===== src/rtl/afp_pkg.sv =====
// Types and constants of the AMQP 0-9-1 frame parser.
// Depends on nothing; used by every module of the parser.
package afp_pkg;
	localparam logic [7:0] FRAME_END = 8'hCE;
	localparam logic [7:0] FT_METHOD = 8'h01;
	localparam logic [7:0] FT_HEADER = 8'h02;
	localparam logic [7:0] FT_BODY = 8'h03;
	localparam logic [7:0] FT_HEARTBEAT = 8'h08;
	localparam logic [15:0] CLS_CONNECTION = 16'd10;
	localparam logic [15:0] CLS_BASIC = 16'd60;
	localparam logic [15:0] MTH_TUNE = 16'd30;
	localparam logic [15:0] MTH_OPEN = 16'd40;
	localparam logic [15:0] MTH_PUBLISH = 16'd40;
	localparam logic [15:0] MTH_DELIVER = 16'd60;
	localparam logic [15:0] MTH_ACK = 16'd80;

	localparam logic [2:0] KIND_PROTO = 3'd0;
	localparam logic [2:0] KIND_METHOD = 3'd1;
	localparam logic [2:0] KIND_HEADER = 3'd2;
	localparam logic [2:0] KIND_BODY = 3'd3;
	localparam logic [2:0] KIND_HEARTBEAT = 3'd4;

	localparam logic [2:0] ST_OK = 3'd0;
	localparam logic [2:0] ST_BAD_END = 3'd1;
	localparam logic [2:0] ST_UNKNOWN = 3'd2;
	localparam logic [2:0] ST_SHORT = 3'd3;
	localparam logic [2:0] ST_BAD_HB = 3'd4;

	localparam int RES_W = 3 + 3 + 16 + 16 + 16 + 64 + 16 + 32 + 16 + 8 + 8 + 2;
	// The frame kind travels in tuser; every other field goes to tdata.
	localparam int DATA_W = RES_W - 3;
	localparam int DATA_BYTES = (DATA_W + 7) / 8;

	typedef struct packed {
		logic [1:0] publish_flags;
		logic [7:0] second_name_length;
		logic [7:0] first_name_length;
		logic [15:0] heartbeat;
		logic [31:0] size_limit;
		logic [15:0] chan_limit;
		logic [63:0] tag_or_size;
		logic [15:0] mth_code;
		logic [15:0] cls_code;
		logic [15:0] channel;
		logic [2:0] status;
		logic [2:0] frame_kind;
	} result_t;

	// Frame snapshot handed from the byte parser to the result stage.
	typedef struct packed {
		logic proto;
		logic [7:0] end_byte;
		logic [7:0] ftype;
		logic [15:0] channel;
		logic [31:0] plen;
		logic [15:0] cls_code;
		logic [15:0] mth_code;
		logic [63:0] tag;
		logic [63:0] tune;
		logic [7:0] len1;
		logic [7:0] len2;
		logic [7:0] lenc;
		logic [1:0] flags;
	} frame_t;

	typedef enum logic [3:0] {
		PH_HEADER = 4'b0001,
		PH_PROTO = 4'b0010,
		PH_PAYLOAD = 4'b0100,
		PH_END = 4'b1000
	} phase_t;
endpackage


===== src/rtl/afp_front.sv =====
// Byte parser: follows the frame structure and gathers the decoded fields.
// Depends on afp_pkg; emits one frame snapshot per unit to the queue.
module afp_front (
	input logic clk,
	input logic arst_n,
	input logic in_valid,
	input logic [7:0] in_byte,
	output logic in_ready,
	output logic snap_valid,
	output afp_pkg::frame_t snap,
	input logic snap_ready
);
	import afp_pkg::*;

	phase_t phase_q;
	logic [31:0] pos_q;
	logic [7:0] ftype_q;
	logic [15:0] chan_q;
	logic [31:0] plen_q;
	logic [15:0] cls_q;
	logic [15:0] mth_q;
	logic [63:0] tag_q;
	logic [63:0] tune_q;
	logic [7:0] len1_q;
	logic [7:0] len2_q;
	logic [7:0] lenc_q;
	logic [1:0] flags_q;
	// Precomputed offsets of the publish and deliver fields.
	logic [8:0] off_rk_q;
	logic [9:0] off_fl_q;
	logic [8:0] off_dt_q;

	logic take;
	logic is_tune, is_open, is_pub, is_del, is_ack;
	logic [31:0] pos_inc;

	// A byte that closes a unit needs room in the queue; others never stall.
	logic closes;
	assign closes = (phase_q == PH_END) || (phase_q == PH_PROTO && pos_q[1:0] == 2'd3);
	assign in_ready = !closes || snap_ready;
	assign take = in_valid && in_ready;
	assign snap_valid = in_valid && closes;
	assign pos_inc = pos_q + 32'd1;

	assign is_tune = cls_q == CLS_CONNECTION && mth_q == MTH_TUNE;
	assign is_open = cls_q == CLS_CONNECTION && mth_q == MTH_OPEN;
	assign is_pub = cls_q == CLS_BASIC && mth_q == MTH_PUBLISH;
	assign is_del = cls_q == CLS_BASIC && mth_q == MTH_DELIVER;
	assign is_ack = cls_q == CLS_BASIC && mth_q == MTH_ACK;

	always_comb begin
		snap = '0;
		snap.proto = (phase_q == PH_PROTO);
		snap.end_byte = in_byte;
		snap.ftype = ftype_q;
		snap.channel = chan_q;
		snap.plen = plen_q;
		snap.cls_code = cls_q;
		snap.mth_code = mth_q;
		snap.tag = tag_q;
		snap.tune = tune_q;
		snap.len1 = len1_q;
		snap.len2 = len2_q;
		snap.lenc = lenc_q;
		snap.flags = flags_q;
	end

	always_ff @(posedge clk or negedge arst_n) begin
		if (!arst_n) begin
			phase_q <= PH_HEADER;
			pos_q <= '0;
			ftype_q <= '0;
			chan_q <= '0;
			plen_q <= '0;
			cls_q <= '0;
			mth_q <= '0;
			tag_q <= '0;
			tune_q <= '0;
			len1_q <= '0;
			len2_q <= '0;
			lenc_q <= '0;
			flags_q <= '0;
			off_rk_q <= '0;
			off_fl_q <= '0;
			off_dt_q <= '0;
		end else if (take) begin
			case (phase_q)
				PH_HEADER: begin
					if (pos_q == 32'd0) begin
						ftype_q <= in_byte;
						chan_q <= '0;
						plen_q <= '0;
						cls_q <= '0;
						mth_q <= '0;
						tag_q <= '0;
						tune_q <= '0;
						len1_q <= '0;
						len2_q <= '0;
						lenc_q <= '0;
						flags_q <= '0;
						pos_q <= pos_inc;
					end else if (pos_q == 32'd3 && ftype_q == 8'h41 && chan_q == 16'h4D51
							&& in_byte == 8'h50) begin
						plen_q <= {plen_q[23:0], in_byte};
						phase_q <= PH_PROTO;
						pos_q <= '0;
					end else begin
						if (pos_q < 32'd3) begin
							chan_q <= {chan_q[7:0], in_byte};
						end else begin
							plen_q <= {plen_q[23:0], in_byte};
						end
						if (pos_q == 32'd6) begin
							pos_q <= '0;
							phase_q <= ({plen_q[23:0], in_byte} == 32'd0) ? PH_END : PH_PAYLOAD;
						end else begin
							pos_q <= pos_inc;
						end
					end
				end
				PH_PROTO: begin
					if (pos_q[1:0] == 2'd3) begin
						phase_q <= PH_HEADER;
						pos_q <= '0;
						chan_q <= '0;
					end else begin
						pos_q <= pos_inc;
					end
				end
				PH_PAYLOAD: begin
					if (ftype_q == FT_HEADER) begin
						if (pos_q < 32'd2) cls_q <= {cls_q[7:0], in_byte};
						else if (pos_q >= 32'd4 && pos_q < 32'd12) tag_q <= {tag_q[55:0], in_byte};
					end else if (ftype_q == FT_METHOD) begin
						if (pos_q < 32'd2) begin
							cls_q <= {cls_q[7:0], in_byte};
						end else if (pos_q < 32'd4) begin
							mth_q <= {mth_q[7:0], in_byte};
						end else if (is_tune) begin
							if (pos_q < 32'd12) tune_q <= {tune_q[55:0], in_byte};
						end else if (is_open) begin
							if (pos_q == 32'd4) len1_q <= in_byte;
						end else if (is_pub) begin
							if (pos_q == 32'd6) begin
								len1_q <= in_byte;
								off_rk_q <= 9'd7 + {1'b0, in_byte};
							end else if (pos_q == {23'd0, off_rk_q}) begin
								len2_q <= in_byte;
								off_fl_q <= {1'b0, off_rk_q} + 10'd1 + {2'd0, in_byte};
							end else if (pos_q == {22'd0, off_fl_q}) begin
								flags_q <= in_byte[1:0];
							end
						end else if (is_del) begin
							if (pos_q == 32'd4) begin
								lenc_q <= in_byte;
								off_dt_q <= 9'd5 + {1'b0, in_byte};
							end else if (pos_q >= {23'd0, off_dt_q}
									&& pos_q < {23'd0, off_dt_q} + 32'd8) begin
								tag_q <= {tag_q[55:0], in_byte};
							end
						end else if (is_ack) begin
							if (pos_q < 32'd12) tag_q <= {tag_q[55:0], in_byte};
						end
					end
					pos_q <= pos_inc;
					if (pos_inc >= plen_q) phase_q <= PH_END;
				end
				PH_END: begin
					phase_q <= PH_HEADER;
					pos_q <= '0;
				end
				default: begin
					phase_q <= PH_HEADER;
					pos_q <= '0;
				end
			endcase
		end
	end
endmodule


===== src/rtl/afp_queue.sv =====
// Two-entry queue of frame snapshots between the byte parser and result stage.
// Depends on afp_pkg.
module afp_queue (
	input logic clk,
	input logic arst_n,
	input logic wr_valid,
	input afp_pkg::frame_t wr_data,
	output logic wr_ready,
	output logic rd_valid,
	output afp_pkg::frame_t rd_data,
	input logic rd_ready
);
	import afp_pkg::*;

	frame_t mem_q [2];
	logic wp_q, rp_q;
	logic [1:0] cnt_q;
	logic wr, rd;

	assign wr_ready = cnt_q != 2'd2;
	assign rd_valid = cnt_q != 2'd0;
	assign rd_data = mem_q[rp_q];
	assign wr = wr_valid && wr_ready;
	assign rd = rd_valid && rd_ready;

	always_ff @(posedge clk) begin
		if (wr) mem_q[wp_q] <= wr_data;
	end

	always_ff @(posedge clk or negedge arst_n) begin
		if (!arst_n) begin
			wp_q <= 1'b0;
			rp_q <= 1'b0;
			cnt_q <= '0;
		end else begin
			if (wr) wp_q <= !wp_q;
			if (rd) rp_q <= !rp_q;
			cnt_q <= cnt_q + {1'b0, wr} - {1'b0, rd};
		end
	end
endmodule


===== src/rtl/afp_back.sv =====
// Result stage: checks the frame, builds the result word and holds it.
// Depends on afp_pkg.
module afp_back (
	input logic clk,
	input logic arst_n,
	input logic snap_valid,
	input afp_pkg::frame_t snap,
	output logic snap_ready,
	output logic res_valid,
	output afp_pkg::result_t res,
	input logic res_ready
);
	import afp_pkg::*;

	logic [8:0] need_open;
	logic [9:0] need_pub;
	logic [8:0] need_del;
	logic tune, open, pub, del, ack;
	result_t r;
	result_t res_q;
	logic valid_q;

	assign snap_ready = !valid_q || res_ready;
	assign res_valid = valid_q;
	assign res = res_q;

	assign tune = snap.cls_code == CLS_CONNECTION && snap.mth_code == MTH_TUNE;
	assign open = snap.cls_code == CLS_CONNECTION && snap.mth_code == MTH_OPEN;
	assign pub = snap.cls_code == CLS_BASIC && snap.mth_code == MTH_PUBLISH;
	assign del = snap.cls_code == CLS_BASIC && snap.mth_code == MTH_DELIVER;
	assign ack = snap.cls_code == CLS_BASIC && snap.mth_code == MTH_ACK;
	assign need_open = 9'd5 + {1'b0, snap.len1};
	assign need_pub = 10'd9 + {2'd0, snap.len1} + {2'd0, snap.len2};
	assign need_del = 9'd13 + {1'b0, snap.lenc};

	always_comb begin
		r = '0;
		if (snap.proto) begin
			r.frame_kind = KIND_PROTO;
		end else begin
			r.channel = snap.channel;
			case (snap.ftype)
				FT_METHOD: r.frame_kind = KIND_METHOD;
				FT_HEADER: r.frame_kind = KIND_HEADER;
				FT_BODY: r.frame_kind = KIND_BODY;
				FT_HEARTBEAT: r.frame_kind = KIND_HEARTBEAT;
				default: r.frame_kind = KIND_PROTO;
			endcase
			if (snap.end_byte != FRAME_END) begin
				r.status = ST_BAD_END;
			end else if (snap.ftype == FT_METHOD) begin
				if (snap.plen < 32'd4
						|| (tune && snap.plen < 32'd12)
						|| (open && snap.plen < {23'd0, need_open})
						|| (pub && snap.plen < {22'd0, need_pub})
						|| (del && snap.plen < {23'd0, need_del})
						|| (ack && snap.plen < 32'd12))
					r.status = ST_SHORT;
			end else if (snap.ftype == FT_HEADER) begin
				if (snap.plen < 32'd12) r.status = ST_SHORT;
			end else if (snap.ftype == FT_HEARTBEAT) begin
				if (snap.plen != 32'd0) r.status = ST_BAD_HB;
			end else if (snap.ftype != FT_BODY) begin
				r.status = ST_UNKNOWN;
			end
			if (r.status == ST_OK) begin
				if (snap.ftype == FT_HEADER) begin
					r.cls_code = snap.cls_code;
					r.tag_or_size = snap.tag;
				end else if (snap.ftype == FT_METHOD) begin
					r.cls_code = snap.cls_code;
					r.mth_code = snap.mth_code;
					if (tune) begin
						r.chan_limit = snap.tune[63:48];
						r.size_limit = snap.tune[47:16];
						r.heartbeat = snap.tune[15:0];
					end else if (open) begin
						r.first_name_length = snap.len1;
					end else if (pub) begin
						r.first_name_length = snap.len1;
						r.second_name_length = snap.len2;
						r.publish_flags = snap.flags;
					end else if (del || ack) begin
						r.tag_or_size = snap.tag;
					end
				end
			end
		end
	end

	always_ff @(posedge clk) begin
		if (snap_valid && snap_ready) res_q <= r;
	end

	always_ff @(posedge clk or negedge arst_n) begin
		if (!arst_n) begin
			valid_q <= 1'b0;
		end else if (snap_ready) begin
			valid_q <= snap_valid;
		end
	end
endmodule


===== src/rtl/amqp_frame_parser.sv =====
// AMQP 0-9-1 frame parser top level.
// Depends on afp_pkg, afp_front, afp_queue and afp_back.
//
// The slave side takes one byte of the stream per word (s_axis_tdata).
// The master side gives one word per protocol header or frame, on the
// word that carries its last byte, with the frame kind in m_axis_tuser
// and the decoded fields in m_axis_tdata (see the port comments).
// Throughput is one byte per cycle while the slave side is not stalled. The
// snapshot of a closing byte is written into the snapshot queue as the byte
// is taken, then into the output register, from which its result word is
// offered. The front parser decodes every byte as it is taken; only a
// closing byte needs a free queue slot, so the slave side stalls only while
// the queue holds two snapshots, which happens only after the sink has held
// the output register.
// Reset clears the parser to wait for the start of a unit and empties the
// queue and the output register.
module amqp_frame_parser (
	input logic clk,
	input logic arst_n,
	input logic s_axis_tvalid,
	output logic s_axis_tready,
	input logic [7:0] s_axis_tdata, // data_byte
	output logic m_axis_tvalid,
	input logic m_axis_tready,
	// status, channel, cls_code, mth_code, tag_or_size, chan_limit,
	// size_limit, heartbeat, first_name_length, second_name_length,
	// publish_flags, then zero padding
	output logic [8*afp_pkg::DATA_BYTES-1:0] m_axis_tdata,
	output logic [2:0] m_axis_tuser // frame_kind
);
	import afp_pkg::*;

	logic f_valid, f_ready, b_valid, b_ready;
	frame_t f_snap, b_snap;
	result_t res;

	afp_front u_front (
		.clk(clk), .arst_n(arst_n),
		.in_valid(s_axis_tvalid), .in_byte(s_axis_tdata), .in_ready(s_axis_tready),
		.snap_valid(f_valid), .snap(f_snap), .snap_ready(f_ready)
	);

	afp_queue u_queue (
		.clk(clk), .arst_n(arst_n),
		.wr_valid(f_valid), .wr_data(f_snap), .wr_ready(f_ready),
		.rd_valid(b_valid), .rd_data(b_snap), .rd_ready(b_ready)
	);

	afp_back u_back (
		.clk(clk), .arst_n(arst_n),
		.snap_valid(b_valid), .snap(b_snap), .snap_ready(b_ready),
		.res_valid(m_axis_tvalid), .res(res), .res_ready(m_axis_tready)
	);

	assign m_axis_tuser = res.frame_kind;
	assign m_axis_tdata = {{(8*DATA_BYTES-DATA_W){1'b0}}, res[RES_W-1:3]};
endmodule


===== config.mk =====
export PLATFORM = sky130hd
export DESIGN_NAME = amqp_frame_parser
export DESIGN_NICKNAME = d
export VERILOG_FILES = /design/src/rtl/afp_pkg.sv /design/src/rtl/afp_front.sv /design/src/rtl/afp_queue.sv /design/src/rtl/afp_back.sv /design/src/rtl/amqp_frame_parser.sv
export SDC_FILE = /design/constraint.sdc
export NUM_CORES = 1
export LEC_CHECK = 0
export BUFFER_PORTS_ARGS = -buffer_cell sky130_fd_sc_hd__clkbuf_2
export CORE_UTILIZATION = 50
export DETAILED_ROUTE_END_ITERATION = 16
export PLACE_DENSITY = 0.79
export SYNTH_ARGS = -nofsm -noshare
export SYNTH_HDL_FRONTEND = slang
export SYNTH_SLANG_ARGS = --single-unit

===== constraint.sdc =====
create_clock -name clk -period 12.4 [get_ports clk]
set_input_delay 0 -clock clk [delete_from_list [all_inputs] [get_ports clk]]
set_output_delay 0 -clock clk [all_outputs]
set_load 0.1 [all_outputs]

== Word level (Yosys, flattened, before mapping) ==
Memory sizes are Yosys's and may differ from the RTL's.
Cells that the tools add are included.

* Add/subtract/negate cells: 12
* Magnitude comparators: 13
* Equality and inequality tests: 72
* Mux-type cells: 116
* Bitwise logic cells: 11
* Reduce and logical (&&, ||, !) cells: 65

{| class="wikitable"
|+ Operators with widths
! operator !! count
|-
| two-way mux 64 bit || 26
|-
| one-hot mux 64 bit (2 select lines) || 2
|-
| two-way mux 32 bit || 7
|-
| two-way mux 8 bit || 28
|-
| two-way mux 16 bit || 13
|-
| equality test 16 x 6 -> 1 bit, second input constant || 6
|-
| two-way mux 96 bit || 1
|-
| one-hot mux 16 bit (2 select lines) || 3
|-
| one-hot mux 32 bit (3 select lines) || 1
|-
| equality test 32 x 3 -> 1 bit, second input constant || 2
|-
| zero test 32 bit || 2
|-
| < comparator 32 x 2 -> 1 bit, second input constant || 2
|-
| < comparator 32 x 3 -> 1 bit, second input constant || 2
|-
| < comparator 32 x 4 -> 1 bit, second input constant || 2
|-
| < comparator 32 x 9 -> 1 bit || 2
|-
| one-hot mux 8 bit (2 select lines) || 3
|-
| AND reduction 11 bit || 3
|-
| adder 32 x 1 -> 32 bit, second input constant || 1
|-
| equality test 16 x 4 -> 1 bit, second input constant || 2
|-
| equality test 16 x 5 -> 1 bit, second input constant || 2
|-
| equality test 16 x 7 -> 1 bit, second input constant || 2
|-
| equality test 32 x 10 -> 1 bit || 1
|-
| equality test 32 x 2 -> 1 bit, second input constant || 1
|-
| equality test 32 x 9 -> 1 bit || 1
|-
| 59 further kinds || 174
|}

* Register bits after elaboration: 511
* Memory bits (writable): 502
* Output and inout bits: 205
* Logic and storage cells: 322
* Memories kept: 1

{| class="wikitable"
|+ Memories
! memory !! depth !! width !! read ports !! clocked after Yosys merged registers in !! wr ports !! line !! RTL
|-
| u_queue.mem_q || 2 || 251 || 1 || 0 || 1 || afp_queue.sv:15 || <nowiki>frame_t mem_q [2];</nowiki>
|}

== Depth between registers and ports, before layout ==
Gate-level depths: netlist of the first run.
An unclocked memory read counts as a cell.

* Depth in word-level cells: 16
* Mapped depth: 27

== Cells and area by module ==
A second synthesis of the first run with hierarchy kept.

* Cell total of the unflattened synthesis: 3,223
* Area total of the unflattened synthesis: 44,024.7 µm²

{| class="wikitable"
|+ Modules (own cells, without submodules)
! module !! instances !! cells an instance !! area an instance (µm²) !! sequential area each (µm²)
|-
| afp_queue || 1 || 803 || 18,400.1 || 15,174.6
|-
| afp_front || 1 || 1,672 || 16,205.5 || 7,658.6
|-
| afp_back || 1 || 744 || 9,392.8 || 6,030.8
|-
| amqp_frame_parser || 1 || 4 || 26.3 || 0.0
|}

== Worst setup path before layout of the first run ==
OpenSTA, ideal clock, no wires.

* Path kind: flip-flop to flip-flop
* Start point: register u_front.pos_q[1]
* End point: memory u_queue.mem_q[0][0] (netlist name) (enable)
* Setup time: 869 ps
* Arrival time: 11,665 ps
* Required time: 11,531 ps
* Path slack: -134 ps
* Cell stages (with the launch flop): 7
* Path buffers: 1
* Cell sequence: dfrtp_1 -> ha_1 -> clkbuf_1 -> nand3b_1 -> a211oi_1 -> nand3_1 -> nor2_1

* Cells in the longest elaborated chain, start to end: 7

{| class="wikitable"
|+ Ends and longest elaborated chain
! item !! line !! RTL
|-
| start, declared || afp_front.sv:16 || <nowiki>logic [31:0] pos_q;</nowiki>
|-
| start signal, assigned || afp_front.sv:101 || <nowiki>pos_q <= pos_inc;</nowiki>
|-
| start signal, assigned || afp_front.sv:117 || <nowiki>pos_q <= pos_inc;</nowiki>
|-
| start signal, assigned || afp_front.sv:127 || <nowiki>pos_q <= pos_inc;</nowiki>
|-
| equality test 2 bit || afp_front.sv:39 || <nowiki>assign closes = (phase_q == PH_END) || (phase_q == PH_PROTO && pos_q[1:0] == 2'd3);</nowiki>
|-
| logical AND 1 bit || afp_front.sv:39 ||
|-
| logical OR 1 bit || afp_front.sv:39 ||
|-
| logical AND 1 bit || afp_front.sv:42 || <nowiki>assign snap_valid = in_valid && closes;</nowiki>
|-
| logical AND 1 bit || afp_queue.sv:23 || <nowiki>assign wr = wr_valid && wr_ready;</nowiki>
|-
| two-way mux 1 bit || afp_queue.sv:27 || <nowiki>if (wr) mem_q[wp_q] <= wr_data;</nowiki>
|-
| two-way mux 1 bit (not written as such) || afp_queue.sv:27 ||
|-
| end, declared || afp_queue.sv:15 ||
|}

No other way between the ends.

==> results of run 1 <==
==> cell usage in the layout (no fill, tap or decap), drive strengths merged, types with 47 or more instances in the layout <==
cell type,count
a21oi,47
clkbuf,342
dfrtp,310
edfxtp,702
ha,101
inv,146
mux2,83
mux2i,200
nand2,263
nand3,291
nor2,186
nor4,106
o21ai,198
xnor2,65
==> state kept, by name, summed over array words and instances (netlist names), 2 cells and up <==
name and flops:
u_back.res 200, u_front.chan_q 16, u_front.cls_q 16, u_front.flags_q 2, u_front.ftype_q 8, u_front.len1_q 8, u_front.len2_q 8, u_front.lenc_q 8
u_front.mth_q 16, u_front.off_dt_q 9, u_front.off_fl_q 10, u_front.off_rk_q 9, u_front.phase_q 4, u_front.plen_q 32, u_front.pos_q 32, u_front.tag_q 64
u_front.tune_q 64, u_queue.cnt_q 2, u_queue.mem_q 502
==> cell type report <==
| type | count | area [um^2] |
|---|---|---|
| Sequential cell | 1013 | 28870 |
| Multi-Input combinational cell | 1905 | 12620 |
| Clock buffer | 130 | 2756 |
| Inverter | 140 | 525.5 |
| Clock inverter | 60 | 603.1 |
| Tap cell | 1134 | 1419 |
| Timing Repair Buffer | 259 | 1521 |
| Fill cell | 6573 | 35770 |
==> cell families (layout without fill, tap and decap cells) <==
logic type      after synthesis  count (layout)  synth area share (%)
simple gates               1057            1057                 12.33
fa+ha+maj                   103             103                 3.056
other cells                   1               3              0.008791
buf+inv                     313             589                 2.948
compound gates              359             359                 5.057
flops                      1013            1013                 67.67
mux                         283             283                 6.884
xor+xnor                    100             100                 2.053
==> layer usage <==
| layer | global-route usage, % | up-vias | part of all wire [%] |
|---|---|---|---|
| met1 | 30.34 | 13310 | 40 |
| met2 | 37.24 | 957 | 50 |
| li1 | - | 12270 | - |
| met3 | 4.199 | 173 | 7.1 |
| met5 | 0 | - | 0 |
| met4 | 7.381 | 0 | 2.8 |
==> power by group through the flow <==
stage                     registers (W)  clock network (W)  logic (W)
after floorplan                 0.00653                  0    0.00166
after global placement          0.00509                  0    0.00386
after detailed placement        0.00512                  0    0.00391
after CTS                       0.00506            0.00310    0.00394
after global routing            0.00513            0.00323    0.00418
final                           0.00506            0.00305    0.00393
==> metrics by stage <==
stage / instances / hold WS, ns / setup WS, ns / instance area, um^2
3_5_place_dp: 4438 / 0.06701 / 5.028 / 44810
6_report: 4641 / 0.06946 / 4.979 / 48320
5_1_grt: 4641 / 0.08017 / 4.529 / 48320
3_3_place_gp: 4438 / 0.06341 / 5.117 / 44810
4_1_cts: 4641 / 0.02899 / 5.003 / 48320
2_1_floorplan: 3231 / -0.2956 / 0.03829 / 42670
==> how the worst min path moves through the flow <==
stage	start	to	slack (ns)
3_5_place_dp	arst_n	u_front.tune_q[17]	0.07
2_1_floorplan	arst_n	u_back.res_valid	-0.30
6_report	m_axis_tready	u_back.res_valid	0.07
3_3_place_gp	arst_n	u_front.tune_q[25]	0.06
4_1_cts	m_axis_tready	u_back.res_valid	0.03
5_1_grt	m_axis_tready	u_back.res_valid	0.08
==> what timing repair did <==
item / in CTS / in global routing
setup endpoints to repair: 0 / 0
hold buffers: 13 / 0
endpoints found under the hold margin: 164 / 0
==> critical path: stages, from the launching register on <==
cell and delay, ns:
sky130_fd_sc_hd__dfrtp_4 0.92, sky130_fd_sc_hd__buf_4 0.79, sky130_fd_sc_hd__buf_4 0.93, sky130_fd_sc_hd__mux2_2 0.43, sky130_fd_sc_hd__ha_1 0.34, sky130_fd_sc_hd__nor2b_1 0.14, sky130_fd_sc_hd__o21ai_0 0.22, sky130_fd_sc_hd__a21oi_1 0.12
sky130_fd_sc_hd__o21ai_0 0.17, sky130_fd_sc_hd__nand2b_1 0.12, sky130_fd_sc_hd__a21o_1 0.19, sky130_fd_sc_hd__a21oi_1 0.17, sky130_fd_sc_hd__xor2_1 0.17, sky130_fd_sc_hd__ha_1 0.27, sky130_fd_sc_hd__nand3_1 0.10, sky130_fd_sc_hd__nor2_1 0.05
sky130_fd_sc_hd__o31ai_1 0.06, sky130_fd_sc_hd__nand3_1 0.11, sky130_fd_sc_hd__a311o_1 0.35, sky130_fd_sc_hd__nor3b_2 0.21, sky130_fd_sc_hd__a211oi_4 0.24, sky130_fd_sc_hd__buf_4 0.71, sky130_fd_sc_hd__nor4_1 0.18
==> results.md, run 1 <==
* Most frequent cells after synthesis: sky130_fd_sc_hd__edfxtp_1, sky130_fd_sc_hd__dfrtp_1, sky130_fd_sc_hd__nand3_1, sky130_fd_sc_hd__nand2_1, sky130_fd_sc_hd__mux2i_1
* Start point of the critical path: u_queue.rp_q
* Post-route DRC violation count at 0
* Number of antenna violations at the first check in global routing at 0
* Sw Share at 40.37%
* Number of failing setup endpoints in the final timing report at 0
* Clock skew at 0.02124 ns
* Final nets at about 3500
* Number of levels the H-tree was split into at 3
* Diodes inserted at 0
* Clock tree from TritonCTS: yes
* Number of max-cap violations at 0
* 1st-iter DRT viols at ~2600
* Largest net degree at the start of global routing at ~150
* Avg Synthesized Cell Area at 13.21 um^2
* Predominant post-synthesis flop cell: sky130_fd_sc_hd__edfxtp_1
* # rows at 106
* Overall track demand over capacity in global routing at 22.62%
* Power density normalized to cell area at 249.3 mW/mm^2
* WL per Instance at between 20 and 25 um
* Net Switching at 0.004862 W
* Endpoint type of the worst setup path: flip-flop
* Die area at 0.08648 mm^2
* Clk pin slew, worst setup/hold paths at roughly 0.06 ns
* Top cells by area in the synthesized netlist: sky130_fd_sc_hd__edfxtp_1, sky130_fd_sc_hd__dfrtp_1, sky130_fd_sc_hd__mux2i_1
* Aggregate routed wire length at 97.51 mm
* Antenna viol nets, final at 0
* CP max FO at 81
* Std-Cell Core Area at 0.08409 mm^2
* Setup CP Type: flip-flop to flip-flop
* Initial cell density of the core at 50.73%
* Asr flop ratio synth at 30.70%
* Max-Slew Margin vs Limit at 24.87%
* Share of post-route cells with drive strength above 1 at 14.97%
* Post-synth EDFFs at 702
* Warning count from the yosys run at 0
* Post-Route Setup TNS at 0 ns
* Vias per std cell at ~5.8
* Beginning of the worst register-to-register path: u_queue.rp_q
* Number of buffers inserted by port buffering at 213
* Horiz. Die Dim at between 200 and 300 um
* Time the worst path needs with I/O delays and setup at 7.421 ns
* Routability Congestion at 0.8872
* Flop and latch count out of synthesis at 1013
* Internal power summed over all cells at 0.007182 W
* Post-Synthesis Cell Area at 0.04266 mm^2
* Post_cts resized at 0
* Die Ht at between 200 and 300 um
* Arrival time of the worst setup path at 7.78 ns
* Post-synth top area cell: sky130_fd_sc_hd__edfxtp_1
* Peak VDD IR at 0.0002082 V
* Clk_lat worst skew at around 0.67 ns
* CTS Buf Count at 100
* Achievable Freq at 0.1348 GHz
* Part of the total power dissipated in combinational logic at 32.6%
* Final Total Pwr at 0.01204 W
* Sequential share of the synthesized area at 67.67%
* Count of pins on the block boundary at 217
* Total number of clock tree sinks at 1013
* WP data required at 12.76 ns
* Launching element type of the critical path: flip-flop
* Most used standard cell by instance count after synthesis: sky130_fd_sc_hd__edfxtp_1
* HP Class: primary input to flip-flop
* Cells on Worst Hold Path at 3
* Leakage power summed over all cells at between 15 and 20 nW
* Final standard cell utilization of the core at a little under three fifths
* Setup slack on the worst flop-to-flop path at ~5 ns
* Fraction of power consumed by sequential logic at a little over two fifths
* Status: complete, no violations
* Count of TritonRoute iterations in the first routing pass at 5
* First-pass GRT wire length at ~150 mm
* Synth-to-Final Area Change at 13.27%
* Slew at the pin with the worst max-slew slack at 1.127 ns
* Half-perimeter wire length of the detailed placement result at 60.92 mm
* Clock buffer depth at 3
* CTS root buffer: sky130_fd_sc_hd__clkbuf_16
* Worst Reg-to-Reg Cells at 22
* Clk pwr share at 25.3%
* Setup repair after global routing missed its margin: no
* Number of cells produced by synthesis at 3229
* Capture point of the critical path: u_back.res[93]
* Vias at 26710
* Final cycle utilization of the critical path at 59.84%
* Congestion Overflow GR at 0
* Setup repair bufs after CTS at 0
* Fin. Hold Viols at 0
* Post-synthesis cell type count at 82
* Final count of pins violating max slew at 0
* Worst flop-to-flop path endpoint: u_back.res[93]
* Via count of the first global-routing pass at 26150
* Fraction of post-synthesis cell area in the top cell type by area at between 40% and 50%
(Power assumes the default switching activity.)
==> inputs of run 2 (changes only) <==
- clock period: 12.4 -> 6.8 ns (I/O delays scaled with it)
==> run 2 against run 1 <==
- die area unchanged
- via count decreased by 0.40%
- routed wire length decreased by 0.69%
- final area increased by 0.18%
- clock-buffer cell count increased by 5
- sequential power increased by 81%
- critical endpoint is now u_back.res[39]
- highest routed layer unchanged
==> results.md, run 2 (same netlist as run 1, synthesis figures left out) <==
* Peak VDD IR at 0.0003699 V (+78%)
* Post-Route Setup TNS at 0 ns (unchanged)
* Clk pin slew, worst setup/hold paths at 0.06 ns (about the same)
* Clock buffer depth at 3 (unchanged)
* Largest net degree at the start of global routing at 129 (-15%)
* Leakage power summed over all cells at 18.99 nW (+0.20%)
* Largest register by flop count: u_queue.mem_q
* Capture point of the critical path: u_back.res[39]
* Aggregate routed wire length at 96.84 mm (-0.69%)
* Final nets at 3535 (+0.028%)
* Clk_lat worst skew at 0.67 ns (about the same)
* Horiz. Die Dim at 294.1 um (unchanged)
* Beginning of the worst register-to-register path: u_queue.rp_q
* Final count of pins violating max slew at 0 (unchanged)
* Post-Layout Inst Area at 0.04841 mm^2 (+0.18%)
* Post-route DRC violation count at 0 (unchanged)
* Max-Slew Margin vs Limit at 19.17% (-5.7 points)
* Die area at 0.08648 mm^2 (unchanged)
* Count of TritonRoute iterations in the first routing pass at 5 (unchanged)
* Setup slack on the worst flop-to-flop path at 1.28 ns (-3.70 ns)
* Overall track demand over capacity in global routing at 22.43% (-0.18 points)
* Worst Reg-to-Reg Cells at 22 (unchanged)
* Stages on worst setup path at 22 (unchanged)
* Fin. Hold Viols at 0 (unchanged)
* Vias at 26610 (-0.40%)
* Count of pins on the block boundary at 217 (unchanged)
* Endpoint type of the worst setup path: flip-flop
* Max reg flops at 502 (unchanged)
* Antenna viol nets, final at 0 (unchanged)
* Status: complete, no violations
* Setup CP Type: flip-flop to flip-flop
* Std-Cell Core Area at 0.08409 mm^2 (unchanged)
* Most common library cell in the layout ignoring fill and taps: sky130_fd_sc_hd__edfxtp_1
* Post_cts resized at 0 (unchanged)
* Total number of clock tree sinks at 1013 (unchanged)
* Number of fill cells in the layout at 6543 (-0.46%)
* Number of levels the H-tree was split into at 3 (unchanged)
* Hold buffer count at CTS at 13 (unchanged)
* Half-perimeter wire length of the detailed placement result at 61.74 mm (+1.4%)
* Congestion Overflow GR at 0 (unchanged)
* CP Cell Sequence: mux2i_1 -> inv_1 -> ha_1 -> a21boi_0 -> xor2_1 -> ha_1 -> inv_1 -> a21oi_1 -> o21ai_0 -> nand2b_1 -> a21o_1 -> a21oi_1 -> xor2_1 -> ha_1 -> nand3_1 -> nor2_1 -> o31ai_1 -> nand3_1 -> a311o_1 -> nor3b_2 -> nand3_1 -> a21oi_1
* Peak per-stage delay on the critical path at 0.66 ns (-0.27 ns)
* Routability Congestion at 0.8812 (-0.68%)
* Share of post-route cells with drive strength above 1 at 14.74% (-0.23 points)
* Die Ht at 294.1 um (unchanged)
* WP data required at 7.29 ns (-5.47 ns)
* Clock tree from TritonCTS: yes
* Arrival time of the worst setup path at 6.01 ns (-1.77 ns)
* Number of failing setup endpoints in the final timing report at 0 (unchanged)
* Number of buffers inserted by port buffering at 213 (unchanged)
* Number of antenna violations at the first check in global routing at 1 (+1)
* WL per Instance at 20.86 um (-0.71%)
* # rows at 106 (unchanged)
* Worst flop-to-flop path endpoint: u_back.res[39]
* Start point of the critical path: u_queue.rp_q
* Slew at the pin with the worst max-slew slack at 1.212 ns (+0.08548 ns)
* Final cycle utilization of the critical path at 81.22% (+21 points)
* Power density normalized to cell area at 454.2 mW/mm^2 (+82%)
* CP max FO at 16 (-80%)
* Achievable Freq at 0.1811 GHz (+34%)
* Setup repair after global routing missed its margin: no
* Diodes inserted at 0 (unchanged)
* Critical Path Slowest Stage Cell: sky130_fd_sc_hd__nand3_1
* Launching element type of the critical path: flip-flop
* HP Class: primary input to flip-flop
* Buffering stage count on the worst path with inverters included at 2 (-1)
* Initial cell density of the core at 50.73% (unchanged)
* CTS root buffer: sky130_fd_sc_hd__clkbuf_16
* Clock skew at 0.02497 ns (+0.003735 ns)
* Commonest cells after routing, fill and taps aside: sky130_fd_sc_hd__edfxtp_1, sky130_fd_sc_hd__dfrtp_1, sky130_fd_sc_hd__nand3_1
* Synth-to-Final Area Change at 13.48%
* CTS Buf Count at 100 (unchanged)
* Setup repair bufs after CTS at 0 (unchanged)
* Vias per std cell at 5.732 (-0.42%)
* Via count of the first global-routing pass at 26020 (-0.52%)
* 1st-iter DRT viols at 2561 (+0.20%)
* Number of max-cap violations at 0 (unchanged)
* CP top delay family: compound AO/OA/AOI/OAI gates
* Time the worst path needs with I/O delays and setup at 5.523 ns (-1.898 ns)
* Instance area at placement at 0.04489 mm^2 (+0.18%)
* First-pass GRT wire length at 150.0 mm (-0.44%)
## run 2: changes by cell type in the layout (fill, tap and decap cells not counted), sizes merged
| cell | previous run | this run |
|---|---|---|
| buf | 35 | 36 |
| bufinv | 8 | 10 |
| clkbuf | 342 | 347 |
| clkinv | 37 | 32 |
| clkinvlp | 9 | 5 |
| inv | 146 | 148 |
## run 2: metal layers
layer  track usage, %  routed length (um)  up-vias
met5                0                   0        -
met4            6.771                2536        0
met3            4.290                6707      162
met2            37.45               48330      971
met1            29.76               39270    13190
li1                 -                   -    12280
## run 2: worst min-delay path by stage
stage / start / to / slack [ns] / cells after the start
2_1_floorplan: arst_n / u_back.res_valid / -0.30 / 0
3_5_place_dp: arst_n / u_front.tune_q[17] / 0.08 / 1
4_1_cts: m_axis_tready / u_back.res_valid / 0.09 / 3
3_3_place_gp: arst_n / u_front.tune_q[17] / 0.08 / 1
6_report: m_axis_tready / u_back.res_valid / 0.11 / 3
5_1_grt: m_axis_tready / u_back.res_valid / 0.11 / 3
## run 2: where the power goes
part / total [W] / switching (W) / internal [W]
logic: 0.00722 / 0.00554 / 0.00168
clock network: 0.00560 / 0.00235 / 0.00325
registers: 0.00917 / 0.000937 / 0.00823
## run 2: layout make-up
class	instances	area [um^2]	area share (%)
Clock buffer	135	2755	5.692
Inverter	140	525.5	1.086
Multi-Input combinational cell	1905	12620	26.08
Timing Repair Buffer	260	1604	3.314
Tap cell	1134	1419	2.931
Sequential cell	1013	28870	59.64
Clock inverter	55	610.6	1.261
## run 2: stage by stage
stage / hold WS [ns] / setup slack (ns) / util [%] / power (W) / std cells
after global routing: 0.1112 / 0.7656 / 57.57 / 0.02290 / 4642
after floorplan: -0.2956 / 1.101 / - / 0.01477 / 3231
final: 0.1134 / 1.277 / 57.57 / 0.02199 / 4642
after CTS: 0.09189 / 1.259 / 57.57 / 0.02209 / 4642
after detailed placement: 0.08239 / 1.377 / 53.39 / 0.01647 / 4439
after global placement: 0.07808 / 1.537 / 53.39 / 0.01631 / 4439
## run 2: worst min-delay path, stage by stage
cell and delay [ns]:
sky130_fd_sc_hd__dlygate4sd3_1 0.53, sky130_fd_sc_hd__clkbuf_2 0.11, sky130_fd_sc_hd__o21ai_0 0.07
==> inputs of run 3 (changes only) <==
- ABC_AREA: default -> 1
- PLACE_DENSITY: 0.79 -> 0.76
- clock period: 6.8 -> 5.8 ns (I/O delays scaled with it)
==> run 3 against run 2 <==
- fmax rose by 5.7%
- combinational power rose by 33%
- via count rose by 4.6%
- clock power rose by 19%
- core utilization fell by 0.20 points
- clock-buffer cell count fell by 3
- area after synthesis rose by 0.62%
- largest cell class unchanged
- final area rose by 0.90%
- die area rose by 0.62%
==> results.md, run 3 <==
* Final Total Pwr at 0.02639 W (+20%)
* Number of antenna violations at the first check in global routing at 0 (-1)
* Via count of the first global-routing pass at 27230 (+4.7%)
* Endpoint type of the worst setup path: flip-flop
* Post_cts resized at 0 (unchanged)
* Number of cells produced by synthesis at 3815 (+18%)
* Post-synth top area cell: sky130_fd_sc_hd__edfxtp_1
* Achievable Freq at 0.1915 GHz (+5.7%)
* Met2 track demand over resource at 37.33% (-0.13 points)
* Predominant post-synthesis flop cell: sky130_fd_sc_hd__edfxtp_1
* CTS root buffer: sky130_fd_sc_hd__clkbuf_16
* Number of buffers inserted by port buffering at 213 (unchanged)
* Start point of the critical path: u_queue.rp_q
* Post-Route Setup TNS at 0 ns (unchanged)
* WL per Instance at 18.44 um (-12%)
* Half-perimeter wire length of the detailed placement result at 62.40 mm (+1.1%)
* Setup repair after global routing missed its margin: no
* Overall track demand over capacity in global routing at 22.43% (about the same)
* Setup WS pre-CTS at 0.6497 ns (-0.7271 ns)
* Max-Slew Margin vs Limit at 16.17% (-3.0 points)
* Avg Synthesized Cell Area at 11.25 um^2 (-15%)
* Final count of pins violating max slew at 0 (unchanged)
* Time the worst path needs with I/O delays and setup at 5.223 ns (-0.2995 ns)
* Routability Congestion at 0.9335 (+5.9%)
* Number of max-cap violations at 0 (unchanged)
* Slew at the pin with the worst max-slew slack at 1.257 ns (+0.04503 ns)
* Count of pins on the block boundary at 217 (unchanged)
* Congestion Overflow GR at 0 (unchanged)
* Die area at 0.08702 mm^2 (+0.62%)
* Vias at 27830 (+4.6%)
* Count of TritonRoute iterations in the first routing pass at 6 (+1)
* Status: complete, no violations
* Number of failing setup endpoints in the final timing report at 0 (unchanged)
* Flop and latch count out of synthesis at 1013 (unchanged)
* Max reg flops at 502 (unchanged)
* # rows at 107 (+0.94%)
* Antenna viol nets, final at 0 (unchanged)
* Aggregate routed wire length at 97.25 mm (+0.42%)
* Power density normalized to cell area at 540.3 mW/mm^2 (+19%)
* Std-Cell Core Area at 0.08515 mm^2 (+1.3%)
* Commonest cells after routing, fill and taps aside: sky130_fd_sc_hd__nand2_1, sky130_fd_sc_hd__edfxtp_1, sky130_fd_sc_hd__nor2_1
* Post-Synthesis Cell Area at 0.04292 mm^2 (+0.62%)
* Clk pin slew, worst setup/hold paths at 0.06 ns (about the same)
* Library cell appearing most often on the critical path: sky130_fd_sc_hd__nand2_1
* Final nets at 4157 (+18%)
* First-pass GRT wire length at 150.8 mm (+0.49%)
* Total number of clock tree sinks at 1013 (unchanged)
* WP data required at 6.31 ns (-0.98 ns)
* Busiest grt layer: met2
* Most common library cell in the layout ignoring fill and taps: sky130_fd_sc_hd__nand2_1
* Post-route DRC violation count at 0 (unchanged)
* Horiz. Die Dim at 295.0 um (+0.31%)
* Clk_lat worst skew at 0.68 ns (about the same)
* Launching element type of the critical path: flip-flop
* Largest net degree at the start of global routing at 141 (+9.3%)
* Initial cell density of the core at 50.41% (-0.32 points)
* Beginning of the worst register-to-register path: u_queue.rp_q
* Critical Path Slowest Stage Cell: sky130_fd_sc_hd__dfrtp_4
* CP max FO at 64 (+48)
* Post-synth EDFFs at 702 (unchanged)
* Peak VDD IR at 0.0004535 V (+23%)
* Sequential share of the synthesized area at 67.25% (-0.42 points)
* CTS Buf Count at 99 (-1.0%)
* Fraction of post-synthesis cell area in the top cell type by area at 49.11% (-0.31 points)
* Most frequent cells after synthesis: sky130_fd_sc_hd__nand2_1, sky130_fd_sc_hd__edfxtp_1, sky130_fd_sc_hd__nor2_1, sky130_fd_sc_hd__inv_1, sky130_fd_sc_hd__dfrtp_1
* Clock skew at 0.04299 ns (+0.01802 ns)
* Leakage power summed over all cells at 20.75 nW (+9.3%)
* Peak per-stage delay on the critical path at 0.69 ns (+0.03 ns)
* Clock tree from TritonCTS: yes
* Warning count from the yosys run at 0 (unchanged)
* Final cycle utilization of the critical path at 90.06% (+8.8 points)
* Die Ht at 295.0 um (+0.31%)
* Synth-to-Final Area Change at 13.80%
* Met3 demand-to-capacity share in global routing at 4.255% (-0.035 points)
* Vias per std cell at 5.278 (-7.9%)
* Hold Path Origin: s_axis_tdata[3]
* Clock buffer depth at 3 (unchanged)
* Final WS setup at 0.5768 ns (-0.7005 ns)
* Arrival time of the worst setup path at 5.73 ns (-0.28 ns)
* Fin. Hold Viols at 0 (unchanged)
* Most used standard cell by instance count after synthesis: sky130_fd_sc_hd__nand2_1
* Largest register by flop count: u_queue.mem_q
* Fraction of met1 tracks used by global routing at 29.15% (-0.61 points)
* Number of fill cells in the layout at 6877 (+5.1%)
* Setup CP Type: flip-flop to flip-flop
* Instance area at placement at 0.04527 mm^2 (+0.84%)
* Number of levels the H-tree was split into at 3 (unchanged)
* Post-synthesis cell type count at 55 (-33%)
* Asr flop ratio synth at 30.70% (unchanged)
* 1st-iter DRT viols at 2166 (-15%)
* Share of post-route cells with drive strength above 1 at 10.95% (-3.8 points)
* Top cells by area in the synthesized netlist: sky130_fd_sc_hd__edfxtp_1, sky130_fd_sc_hd__dfrtp_1, sky130_fd_sc_hd__nand2_1
* Post-Layout Inst Area at 0.04884 mm^2 (+0.90%)
* HP Class: primary input to flip-flop
run 3: changes by cell type in the layout (fill, tap and decap cells not counted), moves of 64 or more:
cell / change
sky130_fd_sc_hd__nor4_1: -85
sky130_fd_sc_hd__mux2_2: -83
sky130_fd_sc_hd__nand3_1: -177
sky130_fd_sc_hd__nor2_1: +264
sky130_fd_sc_hd__nand2_1: +538
sky130_fd_sc_hd__inv_1: +289
sky130_fd_sc_hd__mux2i_1: -64
run 3: routing by layer:
layer	share of wire (%)	routed length [um]
met5	0	0
met4	3.5	3361
met3	6.4	6179
met2	49	47400
met1	41	40310
run 3: stage by stage:
| stage | hold WS [ns] | util [%] | std cells |
|---|---|---|---|
| floorplan | -0.2956 | - | 3817 |
| global placement | 0.1072 | 53.17 | 5072 |
| detailed placement | 0.1085 | 53.17 | 5072 |
| CTS | 0.2264 | 57.36 | 5273 |
| global route | 0.2642 | 57.36 | 5273 |
| finish | 0.2506 | 57.36 | 5274 |
run 3: cells by family (layout without fill, tap and decap cells):
family          after synthesis  count (layout)  share of synthesized area [%]
flops                      1013            1013                          67.25
xor+xnor                     76              76                          1.551
mux                         136             136                          3.172
compound gates              389             389                          5.072
buf+inv                     568             880                          5.189
simple gates               1529            1529                          14.72
other cells                   1               4                       0.008737
fa+ha+maj                   103             103                          3.038
run 3: cell type report:
cell class	instances	area [um^2]	share of cell area, %
sequential	1013	28870	59.10
multi-input combinational	2236	11910	24.38
clock buffer	132	2741	5.613
inverter	436	1638	3.353
timing repair buffer	256	1556	3.187
tap	1144	1431	2.931
clock inverter	56	698.2	1.429
antenna	1	2.502	0.005123
run 3: path summary, 6_finish.rpt:
check	slack, ns	cells after the start	endpoint
setup reg to reg	0.58	31	u_back.res[150]
min in group asynchronous	0.47	3	u_front.pos_q[19]
max in group asynchronous	4.09	4	u_front.pos_q[20]
setup / recovery	0.58	31	u_back.res[150]
hold / removal	0.25	2	u_queue.mem_q[0][245]
hold reg to reg	0.45	0	u_queue.mem_q[0][182]
run 3: what timing repair did:
item                      CTS  global route
hold buffers               13             0
buffers inserted            0             0
hold endpoints to repair  149             0
run 3: worst max-delay path: cells and delay by family, from the launching register on:
family | cells | cell delay [ns]
and+or+nand+nor | 17 | 2.04
DFF | 1 | 0.69
AOI/OAI and AO/OA | 5 | 0.62
xor gates and xnor gates | 2 | 0.31
buffers and inverters | 4 | 0.53
adders and majority gates | 3 | 0.79
run 3: power by group:
group | total, W | internal [W] | switching (W)
logic | 0.00962 | 0.00185 | 0.00778
clock network | 0.00665 | 0.00385 | 0.00279
registers | 0.0101 | 0.00933 | 0.000790
total | 0.0264 | 0.0150 | 0.0114
